**src/rtl/core/polar_point_distance_defines.svh**
```systemverilog
// assertion macros for the polar point distance block
`ifndef POLAR_POINT_DISTANCE_DEFINES_SVH
`define POLAR_POINT_DISTANCE_DEFINES_SVH

`ifndef SYNTHESIS
`define PPD_ASSERT_IMPL(label, ante, cons) \
    label: assert property (@(posedge clk) disable iff (!rst_n) (ante) |-> (cons)) \
        else $error("ppd check failed");
`define PPD_ASSERT_NEXT(label, ante, cons) \
    label: assert property (@(posedge clk) disable iff (!rst_n) (ante) |=> (cons)) \
        else $error("ppd check failed");
`else
`define PPD_ASSERT_IMPL(label, ante, cons)
`define PPD_ASSERT_NEXT(label, ante, cons)
`endif

`endif

```
**src/rtl/core/ppd_pkg.sv**
```systemverilog
package ppd_pkg;

    localparam int RADIUS_BITS_DEF = 16;
    localparam int ANGLE_BITS_DEF  = 16;
    localparam int CORDIC_STEPS    = 30;
    localparam logic [31:0] COS_GAIN_INIT = 32'd163008218;

    typedef enum logic [1:0] {
        QUAD_0 = 2'd0,
        QUAD_1 = 2'd1,
        QUAD_2 = 2'd2,
        QUAD_3 = 2'd3
    } quad_t;

    // arctangent of 2^-i, 2^32 units per turn
    function automatic logic [31:0] atan_turn(input logic [4:0] idx);
        logic [31:0] v;
        begin
            case (idx)
                5'd0:  v = 32'd536870912;
                5'd1:  v = 32'd316933406;
                5'd2:  v = 32'd167458907;
                5'd3:  v = 32'd85004756;
                5'd4:  v = 32'd42667331;
                5'd5:  v = 32'd21354465;
                5'd6:  v = 32'd10679838;
                5'd7:  v = 32'd5340245;
                5'd8:  v = 32'd2670163;
                5'd9:  v = 32'd1335087;
                5'd10: v = 32'd667544;
                5'd11: v = 32'd333772;
                5'd12: v = 32'd166886;
                5'd13: v = 32'd83443;
                5'd14: v = 32'd41722;
                5'd15: v = 32'd20861;
                5'd16: v = 32'd10430;
                5'd17: v = 32'd5215;
                5'd18: v = 32'd2608;
                5'd19: v = 32'd1304;
                5'd20: v = 32'd652;
                5'd21: v = 32'd326;
                5'd22: v = 32'd163;
                5'd23: v = 32'd81;
                5'd24: v = 32'd41;
                5'd25: v = 32'd20;
                5'd26: v = 32'd10;
                5'd27: v = 32'd5;
                5'd28: v = 32'd3;
                5'd29: v = 32'd1;
                default: v = 32'd0;
            endcase
            return v;
        end
    endfunction

endpackage

```
**src/rtl/core/ppd_sqrt.sv**
```systemverilog
module ppd_sqrt
    import ppd_pkg::*;
#(
    parameter int NW = 2 * (RADIUS_BITS_DEF + 31) - 37,
    localparam int RT = (NW + 1) / 2
)
(
    input  logic          clk,
    input  logic          rst_n,
    input  logic          in_valid,
    input  logic [NW-1:0] radicand,
    output logic          out_valid,
    output logic [RT-1:0] root
);

    localparam int NE = 2 * RT;
    localparam int RW = RT + 3;

    logic [RW-1:0] rem_reg  [RT+1];
    logic [RT-1:0] root_reg [RT+1];
    logic [NE-1:0] rad_reg  [RT+1];
    logic          v_reg    [RT+1];

    always_ff @(posedge clk or negedge rst_n)
    begin
        if (!rst_n)
        begin
            v_reg[0] <= 1'b0;
        end
        else
        begin
            v_reg[0] <= in_valid;
        end
    end

    always_ff @(posedge clk)
    begin
        rem_reg[0]  <= '0;
        root_reg[0] <= '0;
        rad_reg[0]  <= NE'(radicand);
    end

    // one root bit per stage, two radicand bits consumed
    for (genvar k = 0; k < RT; k++)
    begin : g_bit
        logic [RW-1:0] rem_w;
        logic [RW-1:0] trial;
        logic          fits;

        always_comb
        begin
            rem_w = {rem_reg[k][RW-3:0], rad_reg[k][NE-1:NE-2]};
            trial = {1'b0, root_reg[k], 2'b01};
            fits  = rem_w >= trial;
        end

        always_ff @(posedge clk or negedge rst_n)
        begin
            if (!rst_n)
            begin
                v_reg[k+1] <= 1'b0;
            end
            else
            begin
                v_reg[k+1] <= v_reg[k];
            end
        end

        always_ff @(posedge clk)
        begin
            rem_reg[k+1]  <= fits ? rem_w - trial : rem_w;
            root_reg[k+1] <= {root_reg[k][RT-2:0], fits};
            rad_reg[k+1]  <= rad_reg[k] << 2;
        end
    end

    assign out_valid = v_reg[RT];
    assign root      = root_reg[RT];

endmodule

```
**config.mk**
```make
export PLATFORM = sky130hd
export DESIGN_NAME = ppd_sqrt
export DESIGN_NICKNAME = d
export VERILOG_FILES = /design/src/rtl/core/polar_point_distance_defines.svh /design/src/rtl/core/ppd_pkg.sv /design/src/rtl/core/ppd_sqrt.sv
export SDC_FILE = /design/constraint.sdc
export NUM_CORES = 2
export LEC_CHECK = 0
export BUFFER_PORTS_ARGS = -buffer_cell sky130_fd_sc_hd__buf_2
export CAP_MARGIN = 20
export CORE_MARGIN = 4
export CORE_UTILIZATION = 56
export CTS_CLUSTER_SIZE = 24
export DETAILED_ROUTE_END_ITERATION = 16
export GPL_ROUTABILITY_DRIVEN = 0
export PLACE_DENSITY = 0.76
export SYNTH_ARGS = -nofsm -noshare
export SYNTH_HDL_FRONTEND = slang
export SYNTH_SLANG_ARGS = --single-unit
```
**constraint.sdc**
```tcl
create_clock -name clk -period 3.9 [get_ports clk]
set_input_delay 0.39 -clock clk [delete_from_list [all_inputs] [get_ports clk]]
set_output_delay 0.39 -clock clk [all_outputs]
set_load 0.01 [all_outputs]
```
Word level (Yosys, flattened, before mapping) --
Memory sizes are Yosys's and may differ from the RTL's. Index checks and enable logic that the tools add are counted.
Cells by class: order comparisons 29, add/sub/neg operators 29, multiplexer cells 29
Operator list (number):
- $ge 32x31->1 | 29
- $mux 32 | 29
- $sub 32x31->32 | 29
Storage, ports and cells: memories 3, bits in writable memories 3570, register bits after elaboration 30, bits of input ports 60, logic and storage cells 120
Memory list:
- rad_reg | depth 30, width 58, read ports 29, clocked after memory_dff 0, wr ports 30, RTL line ppd_sqrt.sv:21 | logic [NE-1:0] rad_reg [RT+1];
- rem_reg | depth 30, width 32, read ports 29, clocked after memory_dff 0, wr ports 30, RTL line ppd_sqrt.sv:19 | logic [RW-1:0] rem_reg [RT+1];
- root_reg | depth 30, width 29, read ports 30, clocked after memory_dff 0, wr ports 30, RTL line ppd_sqrt.sv:20 | logic [RT-1:0] root_reg [RT+1];

Logic depth before layout (Yosys ltp) --
An unclocked memory read counts as a cell.
depth after elaboration 3, mapped depth 14, mapped depth without buffers 12

Least setup slack after synthesis --
No wires, ideal clock.
kind reg2reg, start point memory root_reg[0][203] in the netlist's numbering, end point memory rem_reg[8][29] in the netlist's numbering, setup time 72 ps, path slack 860 ps, cell stages (with the launch flop) 13, data arrival time 2969 ps, clock period less this slack 3040 ps, path through dfxtp_1 -> inv_1 -> ha_1 -> nor2b_1 -> o21a_1 -> o21ai_0 -> a311oi_2 -> nor4b_4 -> or4_1 -> buf_2 -> or4_4 -> nor4_4 -> xor2_1
RTL lines (RTL line):
- start, declared | ppd_sqrt.sv:20
- end, declared | ppd_sqrt.sv:19

==> out/qor.txt <==
TritonCTS sink count: 2126
overall die height: 377 um
instance count of the mapped netlist: 7368
logic depth of the worst path, buffers included: 8
number of buffers inserted by port buffering: 89
Maximum Capacitance Violations: 0
part of the Yosys area used for sequential elements: 56.1%
largest family of logic cells by synthesized area: compound AO/OA/AOI/OAI gates
cts bufs inserted: 198
critical path class: reg -> reg
I/O pin cnt: 90
via count: 51100
placeable core region: 135000 um2
placed instance count: 9139
setup repair after global routing missed its margin: false
delay of the slowest cell on the worst path: 0.57 ns
WL/cell: 15.3 um
layout cells sized above 1: 7.71%
post-layout total power: 56.2 mW
antenna violations before repair: 2
final setup fails: 0
Area Overhead vs Synth: 13.3%
netlist area before placement: 76200 um2
pin count of the biggest net entering global routing: 49
number of nets with antenna violations after detailed routing: 0
post-detail-place hpwl: 106 mm
Antenna Diode Count: 0
clk slew on worst S/H paths: 0.06 ns
series of cell instances along the critical path: or4_1 > or3_1 > or3_1 > nor3_1 > o311ai_0 > a211oi_2 > buf_4 > o21ai_0
standard-cell row count: 135
Post-synth top flop: sky130_fd_sc_hd__dfxtp_1
buffer and inverter count on the worst path: 1
iteration-0 DRC count of the detailed router: 2902
routed wire length on met2: 72.6 mm
routed length on met3: 6.83 mm
Critical R2R Capture: rem_reg[15][9]$_DFF_P_
highest clock rate: 282 MHz
leakage component of the power: 40.5 nW
effective utilization at floorplan: 56.3%
buffer depth of the longest clock path: 3
CP required: 4.57 ns
root buffer cell: sky130_fd_sc_hd__clkbuf_16
yosys synthesis warning count: 0
number of nets in the synthesized netlist: 7892
die boundary width: 377 um
slowest library cell on the worst path: sky130_fd_sc_hd__a211oi_2
total grt overflow: 0
number of H-tree branching levels: 4
share of the clock period used by the worst path: 90.8%
fraction of registers with async set/reset: 1.41%
number of hold violations in the final report: 0
worst r2r path cells: 8
nature of the critical path endpoint: flip-flop
vias in the first global route: 50800
number of enable flip-flop cells after synthesis: 0
wire length of the first global-routing pass: 243 mm
crit-path max FO: 23
area share of the largest cell type after synthesis: 55.1%
setup total negative slack: 0 ns
compound-gate portion of the synthesized area: 12.2%
Avg Vias per Cell: 5.35
cell types with the largest area share after synthesis: sky130_fd_sc_hd__dfxtp_1 (55%), sky130_fd_sc_hd__ha_1 (7.6%), sky130_fd_sc_hd__xnor2_1 (4.0%)
worst vdd rail ir drop: 587 uV
normalized max-slew margin: 28.8%
number of unique standard cell types used by synthesis: 89
final instance area: 86400 um2
number of standard cells in the layout, taps in and fillers out: 9561
number of flip-flops and latches in the synthesized netlist: 2126
Die Footprint: 142000 um2
category of the worst setup path launch point: flip-flop
Largest register FFs: 869
total routed wirelength: 146 mm
standard cell area after detailed placement: 78700 um2
post-detailed-route DRC marker count: 0
post-synthesis adder-cell area fraction: 7.62%
multiplexer share of the synthesized area: 0.994%
slack of the worst reg-to-reg path: 0.36 ns
critical path's top delay family: simple AND/OR/NAND/NOR gates
final period demand of the worst path: 3.54 ns
mean area per synthesized cell: 10.3 um2
count of final max-slew check failures: 0
highest routing layer actually used: met4
FF-to-FF Start: rem_reg[14][16]$_DFF_P_
post-synthesis share of cell area spent on and, or, nand and nor gates: 11.9%
outcome: completed
number of detailed-route iterations in the first pass: 8
worst min path class: in -> async
CTS tree: yes
net total in the final layout: 8141
xor/xnor share of the synthesized area: 7.58%
Worst-Margin Slew: 1.07 ns
skew final: 0.0502 ns
global router's overall resource usage: 20.4%
power density over the cells: 651 nW/um2
insertion delay of the later-clocked pin in the worst-skew pair: 0.80 ns
met1 wire length: 60.8 mm
most repeated library cell on the critical path: sky130_fd_sc_hd__or3_1
post-synth top area cell: sky130_fd_sc_hd__dfxtp_1
WP data arrival: 4.21 ns
per-stage QoR:
step	worst slack, ns	hold WS [ns]	utilization [%]
after floorplan	0.860	0.0944	-
after global placement	0.467	0.310	58.2
after detailed placement	0.436	0.312	58.2
after CTS	0.406	0.0917	63.8
after global routing	0.106	0.172	63.8
final	0.359	0.133	63.8
area by class of cell:
class | instances | area [um2]
Clock buffer | 272 | 5680
Clock inverter | 91 | 1410
Fill cell | 10400 | 48900
Inverter | 585 | 2200
Multi-Input combinational cell | 4519 | 30800
Sequential cell | 2126 | 42700
Tap cell | 1781 | 2230
Timing Repair Buffer | 187 | 1330
repair_timing:
action | in CTS | in global routing
gates resized for setup | 0 | 1
hold buffers | 59 | 0
endpoints found under the hold margin | 88 | 0
setup endpoints to repair | 0 | 4
buffers inserted | 0 | 0
logic make-up after synthesis:
logic type,Yosys count
and+or+nand+nor,1839
muxes,68
xor gates and xnor gates,659
adders and majority gates,464
AOI/OAI and AO/OA,1488
DFF,2126
buffers and inverters,723
other,1
Yosys cell counts, types with 10 or more instances:
cell type	instances
sky130_fd_sc_hd__a31o_2	15
sky130_fd_sc_hd__nand2b_1	90
sky130_fd_sc_hd__xor2_1	311
sky130_fd_sc_hd__nand3_1	95
sky130_fd_sc_hd__nand4_1	77
sky130_fd_sc_hd__o211ai_1	24
sky130_fd_sc_hd__nor4_1	86
sky130_fd_sc_hd__nand4b_1	10
sky130_fd_sc_hd__a31oi_1	57
sky130_fd_sc_hd__o31ai_1	43
sky130_fd_sc_hd__o2111ai_1	10
sky130_fd_sc_hd__and2_1	21
sky130_fd_sc_hd__a21boi_0	22
sky130_fd_sc_hd__o21ai_0	336
sky130_fd_sc_hd__xnor2_1	348
sky130_fd_sc_hd__or3_1	88
sky130_fd_sc_hd__and3_1	37
sky130_fd_sc_hd__nor3_1	190
sky130_fd_sc_hd__nand3b_1	19
sky130_fd_sc_hd__clkbuf_1	125
sky130_fd_sc_hd__dfrtp_1	30
sky130_fd_sc_hd__nor2_1	466
sky130_fd_sc_hd__a2111oi_0	15
sky130_fd_sc_hd__dfxtp_1	2096
sky130_fd_sc_hd__inv_1	581
sky130_fd_sc_hd__or4_1	35
sky130_fd_sc_hd__nor3b_1	13
sky130_fd_sc_hd__nand2_1	473
sky130_fd_sc_hd__and4_1	18
sky130_fd_sc_hd__nor2b_1	60
sky130_fd_sc_hd__a211o_1	16
sky130_fd_sc_hd__a211oi_1	47
sky130_fd_sc_hd__o21a_1	99
sky130_fd_sc_hd__o21bai_1	47
sky130_fd_sc_hd__or2_2	31
sky130_fd_sc_hd__o41ai_1	11
sky130_fd_sc_hd__ha_1	464
sky130_fd_sc_hd__mux2_2	61
sky130_fd_sc_hd__a21oi_1	470
sky130_fd_sc_hd__a21o_1	181
worst max path at each step:
| stage | slack, ns | startpoint | end |
|---|---|---|---|
| after floorplan | 0.86 | root_reg[0][203]$_DFF_P_ | rem_reg[8][29]$_DFF_P_ |
| after global placement | 0.47 | root_reg[2][177]$_DFF_P_ | rem_reg[23][16]$_DFF_P_ |
| after detailed placement | 0.44 | root_reg[2][177]$_DFF_P_ | rem_reg[23][15]$_DFF_P_ |
| after CTS | 0.41 | root_reg[2][177]$_DFF_P_ | rem_reg[23][2]$_DFF_P_ |
| after global routing | 0.11 | root_reg[2][29]$_DFF_P_ | rem_reg[18][13]$_DFF_P_ |
| final | 0.36 | rem_reg[14][16]$_DFF_P_ | rem_reg[15][9]$_DFF_P_ |
metal layers:
metal	up-vias	track usage, %
li1	25700	-
met1	23700	23.9
met2	1285	36.6
met3	396	3.59
met4	0	8.95
met5	-	0
placed cells by master, fill, tap and decap left out, types with 37 or more instances in the layout:
cell type,synthesis,layout
sky130_fd_sc_hd__nand2_1,473,473
sky130_fd_sc_hd__and3_1,37,37
sky130_fd_sc_hd__a21oi_1,470,469
sky130_fd_sc_hd__o21ai_0,336,336
sky130_fd_sc_hd__a211oi_1,47,46
sky130_fd_sc_hd__a31oi_1,57,56
sky130_fd_sc_hd__clkbuf_8,0,40
sky130_fd_sc_hd__ha_1,464,464
sky130_fd_sc_hd__clkbuf_16,0,200
sky130_fd_sc_hd__buf_4,0,39
sky130_fd_sc_hd__a21o_1,181,181
sky130_fd_sc_hd__dlygate4sd3_1,0,59
sky130_fd_sc_hd__nand2b_1,90,90
sky130_fd_sc_hd__nor4_1,86,85
sky130_fd_sc_hd__nor2_1,466,466
sky130_fd_sc_hd__nand4_1,77,77
sky130_fd_sc_hd__nor3_1,190,190
sky130_fd_sc_hd__o21a_1,99,99
sky130_fd_sc_hd__or3_1,88,88
sky130_fd_sc_hd__nand3_1,95,95
sky130_fd_sc_hd__mux2_2,61,61
sky130_fd_sc_hd__o31ai_1,43,43
sky130_fd_sc_hd__dfxtp_1,2096,2096
sky130_fd_sc_hd__xnor2_1,348,348
sky130_fd_sc_hd__o21bai_1,47,47
sky130_fd_sc_hd__xor2_1,311,311
sky130_fd_sc_hd__buf_2,6,89
sky130_fd_sc_hd__inv_1,581,581
sky130_fd_sc_hd__nor2b_1,60,60
where the power goes:
part / leakage (nW) / switching (mW) / internal, mW
Sequential: 17.9 / 2.43 / 25.1
Combinational: 19.1 / 4.63 / 3.91
Clock: 3.47 / 8.10 / 12.0
Power figures use the tool's default switching activity.
